<file path="config.mk">
export PLATFORM = sky130hd
export DESIGN_NAME = keyframe_index_decimator_core
export DESIGN_NICKNAME = d
export VERILOG_FILES = /design/src/design/kid_pkg.sv /design/src/design/kid_ctrl.sv /design/src/design/kid_dp.sv /design/src/design/keyframe_index_decimator_core.sv
export SDC_FILE = /design/constraint.sdc
export NUM_CORES = 1
export LEC_CHECK = 0
export BUFFER_PORTS_ARGS = -buffer_cell sky130_fd_sc_hd__buf_2
export CAP_MARGIN = 20
export CELL_PAD_IN_SITES_DETAIL_PLACEMENT = 1
export CELL_PAD_IN_SITES_GLOBAL_PLACEMENT = 1
export CORE_ASPECT_RATIO = 1.25
export CORE_MARGIN = 1.5
export CORE_UTILIZATION = 50
export DETAILED_ROUTE_END_ITERATION = 10
export PLACE_DENSITY_LB_ADDON = 0.1
export SLEW_MARGIN = 30
export SYNTH_ARGS = -nofsm -noshare
export SYNTH_HDL_FRONTEND = slang
export SYNTH_HIERARCHICAL = 1
export SYNTH_SLANG_ARGS = --single-unit
</file>
<file path="constraint.sdc">
create_clock -name clk -period 18.9 [get_ports clk]
set_input_delay 3.78 -clock clk [delete_from_list [all_inputs] [get_ports clk]]
set_output_delay 3.78 -clock clk [all_outputs]
set_load 0.005 [all_outputs]
</file>
<file path="src/design/kid_pkg.sv">
// ----------------------------------------------------------------------------
// kid_pkg
// Shared widths, register indexes, reset values, item types and command and
// status types of the keyframe index decimator.
// ----------------------------------------------------------------------------
package kid_pkg;

  localparam int CfgW          = 9;
  localparam int CfgIdxW       = 8;
  localparam int DblW          = 64;
  localparam int IntW          = 32;
  localparam int SlotW         = 8;
  localparam int MaxEntriesDef = 256;

  localparam logic [CfgIdxW-1:0] RegEntryTotal = CfgIdxW'(0);
  localparam logic [CfgIdxW-1:0] RegKeepLimit  = CfgIdxW'(1);

  localparam logic [CfgW-1:0] EntryTotalRst = CfgW'(0);
  localparam logic [CfgW-1:0] KeepLimitRst  = CfgW'(2);

  typedef struct packed {
    logic [DblW-1:0] position_bits;
    logic [DblW-1:0] time_bits;
  } in_item_t;

  typedef struct packed {
    logic signed [IntW-1:0] file_position;
    logic signed [IntW-1:0] time_value;
    logic [SlotW-1:0]       kept_slot;
    logic                   over_limit;
  } out_item_t;

  typedef struct packed {
    logic cfg_we;
    logic div_load;
    logic div_step;
    logic take;
  } kid_cmd_t;

  typedef struct packed {
    logic keep;
  } kid_sts_t;

endpackage

</file>
<file path="src/design/kid_ctrl.sv">
// ----------------------------------------------------------------------------
// kid_ctrl
// Controller: sequences the stride division after a register write and runs
// the input and result handshakes.
// ----------------------------------------------------------------------------
module kid_ctrl (
  input  logic            clk,
  input  logic            rst_n,
  input  logic            in_valid,
  output logic            in_ready,
  output logic            out_valid,
  input  logic            out_ready,
  input  logic            cfg_valid,
  output logic            cfg_ready,
  output kid_pkg::kid_cmd_t cmd,
  input  kid_pkg::kid_sts_t sts
);
  import kid_pkg::*;

  localparam logic [1:0] StRun   = 2'd0;
  localparam logic [1:0] StDInit = 2'd1;
  localparam logic [1:0] StDStep = 2'd2;

  localparam int CntW = $clog2(CfgW + 1);

  logic [1:0]      state_r, state_nxt;
  logic [CntW-1:0] cnt_r, cnt_nxt;
  logic            out_valid_r, out_valid_nxt;
  logic            cfg_fire;
  logic            take;

  assign cfg_ready = 1'b1;
  assign cfg_fire  = cfg_valid;
  assign in_ready  = (state_r == StRun) && (!out_valid_r || out_ready);
  assign take      = in_valid && in_ready;
  assign out_valid = out_valid_r;

  always_comb begin
    state_nxt    = state_r;
    cnt_nxt      = cnt_r;
    cmd.cfg_we   = cfg_fire;
    cmd.div_load = 1'b0;
    cmd.div_step = 1'b0;
    cmd.take     = take;
    unique case (state_r)
      StRun: begin
      end
      StDInit: begin
        cmd.div_load = 1'b1;
        cnt_nxt      = '0;
        state_nxt    = StDStep;
      end
      StDStep: begin
        cmd.div_step = 1'b1;
        cnt_nxt      = cnt_r + CntW'(1);
        if (cnt_r == CntW'(CfgW - 1)) begin
          state_nxt = StRun;
        end
      end
      default: begin
        state_nxt = StRun;
      end
    endcase
    if (cfg_fire) begin
      state_nxt = StDInit;
    end
  end

  always_comb begin
    if (take) begin
      out_valid_nxt = sts.keep;
    end else if (out_ready) begin
      out_valid_nxt = 1'b0;
    end else begin
      out_valid_nxt = out_valid_r;
    end
  end

  always_ff @(posedge clk) begin
    if (!rst_n) begin
      state_r     <= StRun;
      cnt_r       <= '0;
      out_valid_r <= 1'b0;
    end else begin
      state_r     <= state_nxt;
      cnt_r       <= cnt_nxt;
      out_valid_r <= out_valid_nxt;
    end
  end

endmodule

</file>
<file path="src/design/kid_dp.sv">
// ----------------------------------------------------------------------------
// kid_dp
// Datapath: configuration registers, serial divider for the stride, entry
// selection state and the double to integer conversion of kept items.
// ----------------------------------------------------------------------------
module kid_dp #(
  parameter int MAX_ENTRIES = kid_pkg::MaxEntriesDef
) (
  input  logic                       clk,
  input  logic                       rst_n,
  input  kid_pkg::kid_cmd_t          cmd,
  output kid_pkg::kid_sts_t          sts,
  input  logic [kid_pkg::CfgIdxW-1:0] cfg_index,
  input  logic [kid_pkg::CfgW-1:0]   cfg_data,
  input  kid_pkg::in_item_t          in_item,
  output kid_pkg::out_item_t         out_item
);
  import kid_pkg::*;

  function automatic logic [IntW-1:0] dbl_to_int(input logic [DblW-1:0] b);
    logic [10:0] ex;
    logic [51:0] man;
    logic [52:0] shifted;
    logic [10:0] sh;
    logic [IntW-1:0] mag;
    ex      = b[62:52];
    man     = b[51:0];
    sh      = 11'd1075 - ex;
    shifted = {1'b1, man} >> sh[5:0];
    mag     = shifted[IntW-1:0];
    if (ex == 11'h7FF && man != '0) begin
      dbl_to_int = '0;
    end else if (ex < 11'd1023) begin
      dbl_to_int = '0;
    end else if (ex >= 11'd1054) begin
      dbl_to_int = b[63] ? 32'h8000_0000 : 32'h7FFF_FFFF;
    end else begin
      dbl_to_int = b[63] ? (32'd0 - mag) : mag;
    end
  endfunction

  logic [CfgW-1:0] total_r, limit_r;
  logic [CfgW-1:0] quo_r, quo_nxt;
  logic [CfgW:0]   rem_r, rem_nxt;
  logic [CfgW:0]   trial;

  logic [CfgW-1:0] idx_r, kept_r, surplus_r, phase_r;
  logic            toggle_r;
  logic [CfgW-1:0] idx_nxt, kept_nxt, surplus_nxt, phase_nxt;
  logic            toggle_nxt;

  logic            restart;
  logic            active;
  logic            keep;
  logic [CfgW-1:0] surplus_eff, surplus_init;
  logic [CfgW:0]   stride, phase_inc, kept_inc;
  logic            stopped;

  assign restart = cmd.cfg_we && (cfg_index == RegEntryTotal || cfg_index == RegKeepLimit);

  always_ff @(posedge clk) begin
    if (!rst_n) begin
      total_r <= EntryTotalRst;
      limit_r <= KeepLimitRst;
    end else if (cmd.cfg_we) begin
      if (cfg_index == RegEntryTotal) begin
        total_r <= cfg_data;
      end else if (cfg_index == RegKeepLimit) begin
        limit_r <= cfg_data;
      end
    end
  end

  // restoring divider, one quotient bit per step
  assign trial = {rem_r[CfgW-1:0], quo_r[CfgW-1]} - {1'b0, limit_r};

  always_comb begin
    rem_nxt = rem_r;
    quo_nxt = quo_r;
    if (cmd.div_load) begin
      rem_nxt = '0;
      quo_nxt = total_r;
    end else if (cmd.div_step) begin
      if (!trial[CfgW]) begin
        rem_nxt = trial;
      end else begin
        rem_nxt = {rem_r[CfgW-1:0], quo_r[CfgW-1]};
      end
      quo_nxt = {quo_r[CfgW-2:0], !trial[CfgW]};
    end
  end

  always_ff @(posedge clk) begin
    if (!rst_n) begin
      quo_r <= EntryTotalRst / KeepLimitRst;
    end else begin
      quo_r <= quo_nxt;
    end
    rem_r <= rem_nxt;
  end

  always_comb begin
    active       = !(32'(total_r) > 32'(MAX_ENTRIES)) && (limit_r >= CfgW'(2))
                   && (idx_r < total_r);
    surplus_init = (total_r > limit_r) ? (total_r - limit_r) : '0;
    surplus_eff  = (idx_r == '0) ? surplus_init : surplus_r;
    stride       = {1'b0, quo_r} + (CfgW+1)'(1);
    phase_inc    = {1'b0, phase_r} + (CfgW+1)'(1);
    kept_inc     = {1'b0, kept_r} + (CfgW+1)'(1);
    stopped      = (kept_r > CfgW'(2)) && (kept_r >= limit_r);

    keep        = 1'b0;
    surplus_nxt = surplus_eff;
    toggle_nxt  = toggle_r;
    if (total_r <= limit_r || idx_r < CfgW'(2)) begin
      keep = 1'b1;
    end else if (quo_r == CfgW'(1)) begin
      if (surplus_eff != '0 && toggle_r) begin
        surplus_nxt = surplus_eff - CfgW'(1);
      end else begin
        keep = 1'b1;
      end
      toggle_nxt = !toggle_r;
    end else begin
      keep = !stopped && (phase_r == '0);
    end
    keep      = keep && active;
    phase_nxt = (phase_inc >= stride) ? '0 : phase_inc[CfgW-1:0];
    idx_nxt   = idx_r + CfgW'(1);
    kept_nxt  = kept_inc[CfgW-1:0];
  end

  assign sts.keep = keep;

  always_ff @(posedge clk) begin
    if (!rst_n || restart) begin
      idx_r     <= '0;
      kept_r    <= '0;
      toggle_r  <= 1'b0;
      surplus_r <= '0;
      phase_r   <= '0;
    end else if (cmd.take && active) begin
      idx_r     <= idx_nxt;
      toggle_r  <= toggle_nxt;
      surplus_r <= surplus_nxt;
      phase_r   <= phase_nxt;
      if (keep) begin
        kept_r <= kept_nxt;
      end
    end
  end

  always_ff @(posedge clk) begin
    if (cmd.take && keep) begin
      out_item.file_position <= $signed(dbl_to_int(in_item.position_bits));
      out_item.time_value    <= $signed(dbl_to_int(in_item.time_bits));
      out_item.kept_slot     <= kept_r[SlotW-1:0];
      out_item.over_limit    <= kept_inc > {1'b0, limit_r};
    end
  end

endmodule

</file>
<file path="src/design/keyframe_index_decimator_core.sv">
// ----------------------------------------------------------------------------
// keyframe_index_decimator_core
// Thins a stream of keyframe index entries towards keep_limit entries.
// ----------------------------------------------------------------------------
// usage
//   cfg channel: write entry_total (index 0) and keep_limit (index 1) while
//   the block is idle; each write of either restarts the stream. cfg_ready
//   is always high. after a write the stride quotient total/limit is worked
//   out by a serial divider, one bit per cycle; in_ready stays low meanwhile.
//   in channel: one item per entry, position and time as double bits.
//   out channel: one item per kept entry, registered, valid in the cycle
//   after the input item was accepted. dropped entries give no item.
//   throughput is one entry per cycle outside a division; the single output
//   register lets a new entry in during the cycle the previous result is
//   taken. when the receiver stalls, in_ready drops until the pending result
//   is taken. reset gives entry_total 0, keep_limit 2 and a cleared stream;
//   no division is needed after reset.
// ----------------------------------------------------------------------------
module keyframe_index_decimator_core #(
  parameter int MAX_ENTRIES = kid_pkg::MaxEntriesDef
) (
  input  logic                        clk,
  input  logic                        rst_n,
  input  logic                        in_valid,
  output logic                        in_ready,
  input  kid_pkg::in_item_t           in_item,
  output logic                        out_valid,
  input  logic                        out_ready,
  output kid_pkg::out_item_t          out_item,
  input  logic                        cfg_valid,
  output logic                        cfg_ready,
  input  logic [kid_pkg::CfgIdxW-1:0] cfg_index,
  input  logic [kid_pkg::CfgW-1:0]    cfg_data
);
  import kid_pkg::*;

  kid_cmd_t cmd;
  kid_sts_t sts;

  kid_ctrl u_ctrl (
    .clk       (clk),
    .rst_n     (rst_n),
    .in_valid  (in_valid),
    .in_ready  (in_ready),
    .out_valid (out_valid),
    .out_ready (out_ready),
    .cfg_valid (cfg_valid),
    .cfg_ready (cfg_ready),
    .cmd       (cmd),
    .sts       (sts)
  );

  kid_dp #(
    .MAX_ENTRIES (MAX_ENTRIES)
  ) u_dp (
    .clk       (clk),
    .rst_n     (rst_n),
    .cmd       (cmd),
    .sts       (sts),
    .cfg_index (cfg_index),
    .cfg_data  (cfg_data),
    .in_item   (in_item),
    .out_item  (out_item)
  );

endmodule

</file>
==> key figures <==
Run status
  • Outcome: completed

Critical path
  • Class of the most critical setup path: in2reg
  • Destination of the worst register-to-register timing path: u_dp/out_item[27]
  • Reg2Reg Launch Point: u_dp/limit_r[1]
  • Number of cells traversed by the worst register-to-register path: 15
  • Worst reg2reg setup slack: 13.90 ns
  • Required time worst endpoint: 19.22 ns
  • Setup crit start kind: primary input
  • Maximum fanout along the worst path: 57
  • Worst Setup End Kind: register
  • Crit path arrival time: 9.11 ns

Power
  • Share of total power in the clock network: 29.5%
  • Internal power contribution: 0.772 mW
  • Combinational share of power: 41.0%
  • Switching power of the nets: 0.441 mW
  • Worst VDD drop: 68.3 uV
  • Switching portion of total power: 36.4%
  • Fraction of power consumed by sequential logic: 29.5%
  • P_leak: 7.85 nW
  • Total power divided by cell area: 60.5 mW/mm2

Logic synthesis
  • Synth Area per Inst: 9.04 um2
  • Net count after synthesis: 2234
  • Cell count after synthesis: 2008
  • Part of the Yosys area used for sequential elements: 20.9%
  • Area share of the largest cell type after synthesis: 14.8%
  • Combined area of all synthesized cells: 0.0182 mm2
  • EDFF count, synth: 73
  • Number of warning messages in the yosys log: 6
  • Share of synthesized flip-flops with an asynchronous set or reset: 0%
  • Cells taking the most area after synthesis: mux4_2 15%, edfxtp_1 12%, dfxtp_1 8.8%, mux2i_1 6.0%, ha_1 5.1%
  • Leading area contributor after synthesis: mux4_2
  • Count of different cell masters after synthesis: 108
  • Dominant synthesized flop cell: dfxtp_1
  • Total of flip-flops plus latches after synthesis: 153

Global routing
  • Wire length of the first global-routing pass: 100000 um
  • Pin count of the biggest net entering global routing: 73
  • Initial antenna violation count: 0
  • GR Util All Layers: 33.6%
  • GRT overflow: 0
  • Vias in the first global route: 18.0k

CTS
  • Clk slew on worst S/H paths: 0.06 ns
  • Number of buffers created by CTS: 17
  • Clock tree sinks: 153
  • Cts repair resizes: 0
  • Clock insertion delay at the later pin of the skew report: 0.44 ns
  • Worst-case clock buffer depth: 2
  • CTS tree: done
  • Post-CTS Setup Inserts: 0
  • Clk Tree Root Cell: clkbuf_16
  • H-tree level count: 4
  • Quantity of hold-fixing buffers added after cts: 0

STA
  • TNS Setup: 0 ns
  • Hold WS: 0.461 ns
  • Final-report setup violation count: 0
  • Final-report max-slew violation count: 0
  • Transition time at the pin with the least slew margin: 0.968 ns
  • Worst Clk Skew: 0.00915 ns
  • Final Cycle Share: 46.5%
  • Final Hold Fails: 0
  • Maximum achievable frequency: 0.114 GHz
  • Final critical path time including I/O delays and setup: 8.79 ns
  • Normalized max-slew margin: 35.4%
  • Min setup slack post-route: 10.11 ns
  • Unrepaired setup endpoints after global routing: no

Drt
  • Drt initial violations: 1396
  • Routed wire length per instance: 24.2 um
  • Number of search-and-repair iterations in the first detailed-routing pass: 5
  • Per-cell via count in the routed design: 6.78
  • Aggregate routed wire length: 63400 um
  • Vias: 17.8k
  • Residual DRC count: 0
  • Residual antenna-violating net count after detailed routing: 0

Floorplan
  • Total Die Area: 0.0375 mm2
  • Initial core utilization: 51.1%
  • Vert. Die Dim: 216 um
  • Number of ports placed on the die boundary: 226
  • Placeable core region: 0.0356 mm2
  • Die X: 173 um
  • Number of rows created at floorplan: 77

Finish
  • Count of antenna diodes in the layout: 0
  • Layout overhead on the synthesized area: 10.5%
  • Multi-input gate area: 0.0135 mm2
  • Fraction of final layout cells with drive strength greater than 1: 23.3%
  • Seq. cell area: 0.00379 mm2
  • Final Instance Count excl. Fillers: 2619
  • Post-layout net count: 2358
  • Filler Cells Inserted: 4123

Placed design
  • GPL Wtd Cong: 0.966
  • Port Buffers: 224
  • Worst slack, placed: 9.69 ns
  • Half-perimeter wire length of the detailed placement result: 48400 um
  • Number of placed instances with taps included: 2587

Hold path
  • WHS Path Cells: 2
  • Min-Delay Startpoint: u_dp/surplus_r[8]
  • Path class of the lowest-slack min-delay path: reg2reg
  • WHS Endpoint: u_dp/surplus_r[8]

Flow run
  • Max Cap Viol: 0
## registers in the layout (all words and copies together), names as in the netlist
| register | count |
|---|---|
| u_dp/out_item | 73 |
| u_dp/limit_r | 9 |
| u_ctrl/out_valid | 1 |
| u_ctrl/cnt_r | 4 |
| u_dp/surplus_r | 9 |
| u_dp/idx_r | 9 |
| u_dp/rem_r | 9 |
| u_dp/quo_r | 9 |
| u_dp/phase_r | 9 |
| u_ctrl/state_r | 2 |
| u_dp/kept_r | 9 |
| u_dp/total_r | 9 |
| u_dp/toggle_r | 1 |
## cells in the mapped netlist (17+ instances only)
cell type	count
nand4_1	40
mux4_2	119
dfxtp_1	80
o211ai_1	23
nand3_1	80
nor4_1	47
a211o_1	19
buf_1	18
xor2_1	29
and3_1	24
o21ai_0	58
ha_1	74
a22oi_1	19
inv_1	65
a21o_1	22
xnor2_1	34
nand2b_1	23
a31oi_1	24
nand2_1	200
and2_1	20
or3_1	23
o21a_1	20
a21oi_1	93
edfxtp_1	73
nor2b_1	30
a211oi_1	28
mux2_2	47
nor3_1	41
buf_2	17
nor2_1	158
mux2i_1	109
clkbuf_1	92
## per-layer routing
metal | global-route usage (%) | vias to the layer above | share of wire, %
li1 | - | 8064 | -
met1 | 42.0 | 8853 | 40
met2 | 58.8 | 714 | 50
met3 | 3.46 | 131 | 5.2
met4 | 14.6 | 0 | 4.0
met5 | 0 | - | 0
## logic make-up after synthesis
kind of cell               after synthesis  share of synthesized area, %
muxes                                  290                          25.7
DFF                                    153                          20.9
adders and majority gates               76                          5.32
and+or+nand+nor                        748                          21.4
other                                    1                        0.0206
buffers and inverters                  213                          5.26
xor gates and xnor gates                63                          3.04
AOI/OAI and AO/OA                      464                          18.4
## worst max-delay path: stages
cell and delay, ns:
buf_2 0.08, buf_4 0.44, inv_1 0.13, ha_2 0.33
buf_4 0.55, mux4_2 0.64, mux2_1 0.39, mux2i_1 0.22
nor2_1 0.06, o22ai_1 0.39, ha_1 0.28, o311ai_2 0.19
nor4b_4 0.56, nand3_2 0.19, or3_1 0.42, or3_1 0.31
nand3_1 0.08
## power by group through the flow
stage          clock network [mW]  logic [mW]  registers [mW]
2_1_floorplan                   0       0.351           0.363
3_3_place_gp                    0       0.471           0.364
3_5_place_dp                    0       0.485           0.364
4_1_cts                     0.364       0.489           0.357
5_1_grt                     0.375       0.533           0.358
6_report                    0.358       0.497           0.357
## how the worst max path moves through the flow
stage | from | endpoint | slack [ns] | depth (start not counted)
2_1_floorplan | out_ready | u_dp/kept_r[0] | 8.36 | 9
3_3_place_gp | in_item[54] | u_dp/out_item[33] | 9.82 | 17
3_5_place_dp | in_item[54] | u_dp/out_item[33] | 9.69 | 17
4_1_cts | in_item[54] | u_dp/out_item[33] | 10.15 | 17
5_1_grt | in_item[54] | u_dp/out_item[33] | 9.74 | 17
6_report | in_item[54] | u_dp/out_item[33] | 10.11 | 17
## layout by cell type, fill, tap and decap left out, types with 40 or more instances in the layout
cell	synthesis	routed
mux2i_1	109	109
buf_2	17	224
mux2_2	47	47
mux4_2	119	119
dfxtp_1	80	80
nor4_1	47	47
a21oi_1	93	93
nand4_1	40	40
edfxtp_1	73	73
ha_1	74	72
o21ai_0	58	57
nor3_1	41	40
nand3_1	80	80
nor2_1	158	157
nand2_1	200	200
inv_1	65	65
## through the flow
step | util (%) | cell area (um2) | power (mW)
final | 56.4 | 20100 | 1.21
after global routing | 56.4 | 20100 | 1.27
after CTS | 56.4 | 20100 | 1.21
after detailed placement | 54.7 | 19400 | 0.850
after global placement | 54.7 | 19400 | 0.836
after floorplan | - | 18200 | 0.713
## area by class of cell
cell class	count	area share [%]
well taps	474	2.96
repair buffers	251	6.62
clock buffers	20	2.18
clock inverters	12	0.861
multi-input cells	1642	67.2
inverters	67	1.25
flip-flops and latches	153	18.9
(Power assumes the default switching activity.)
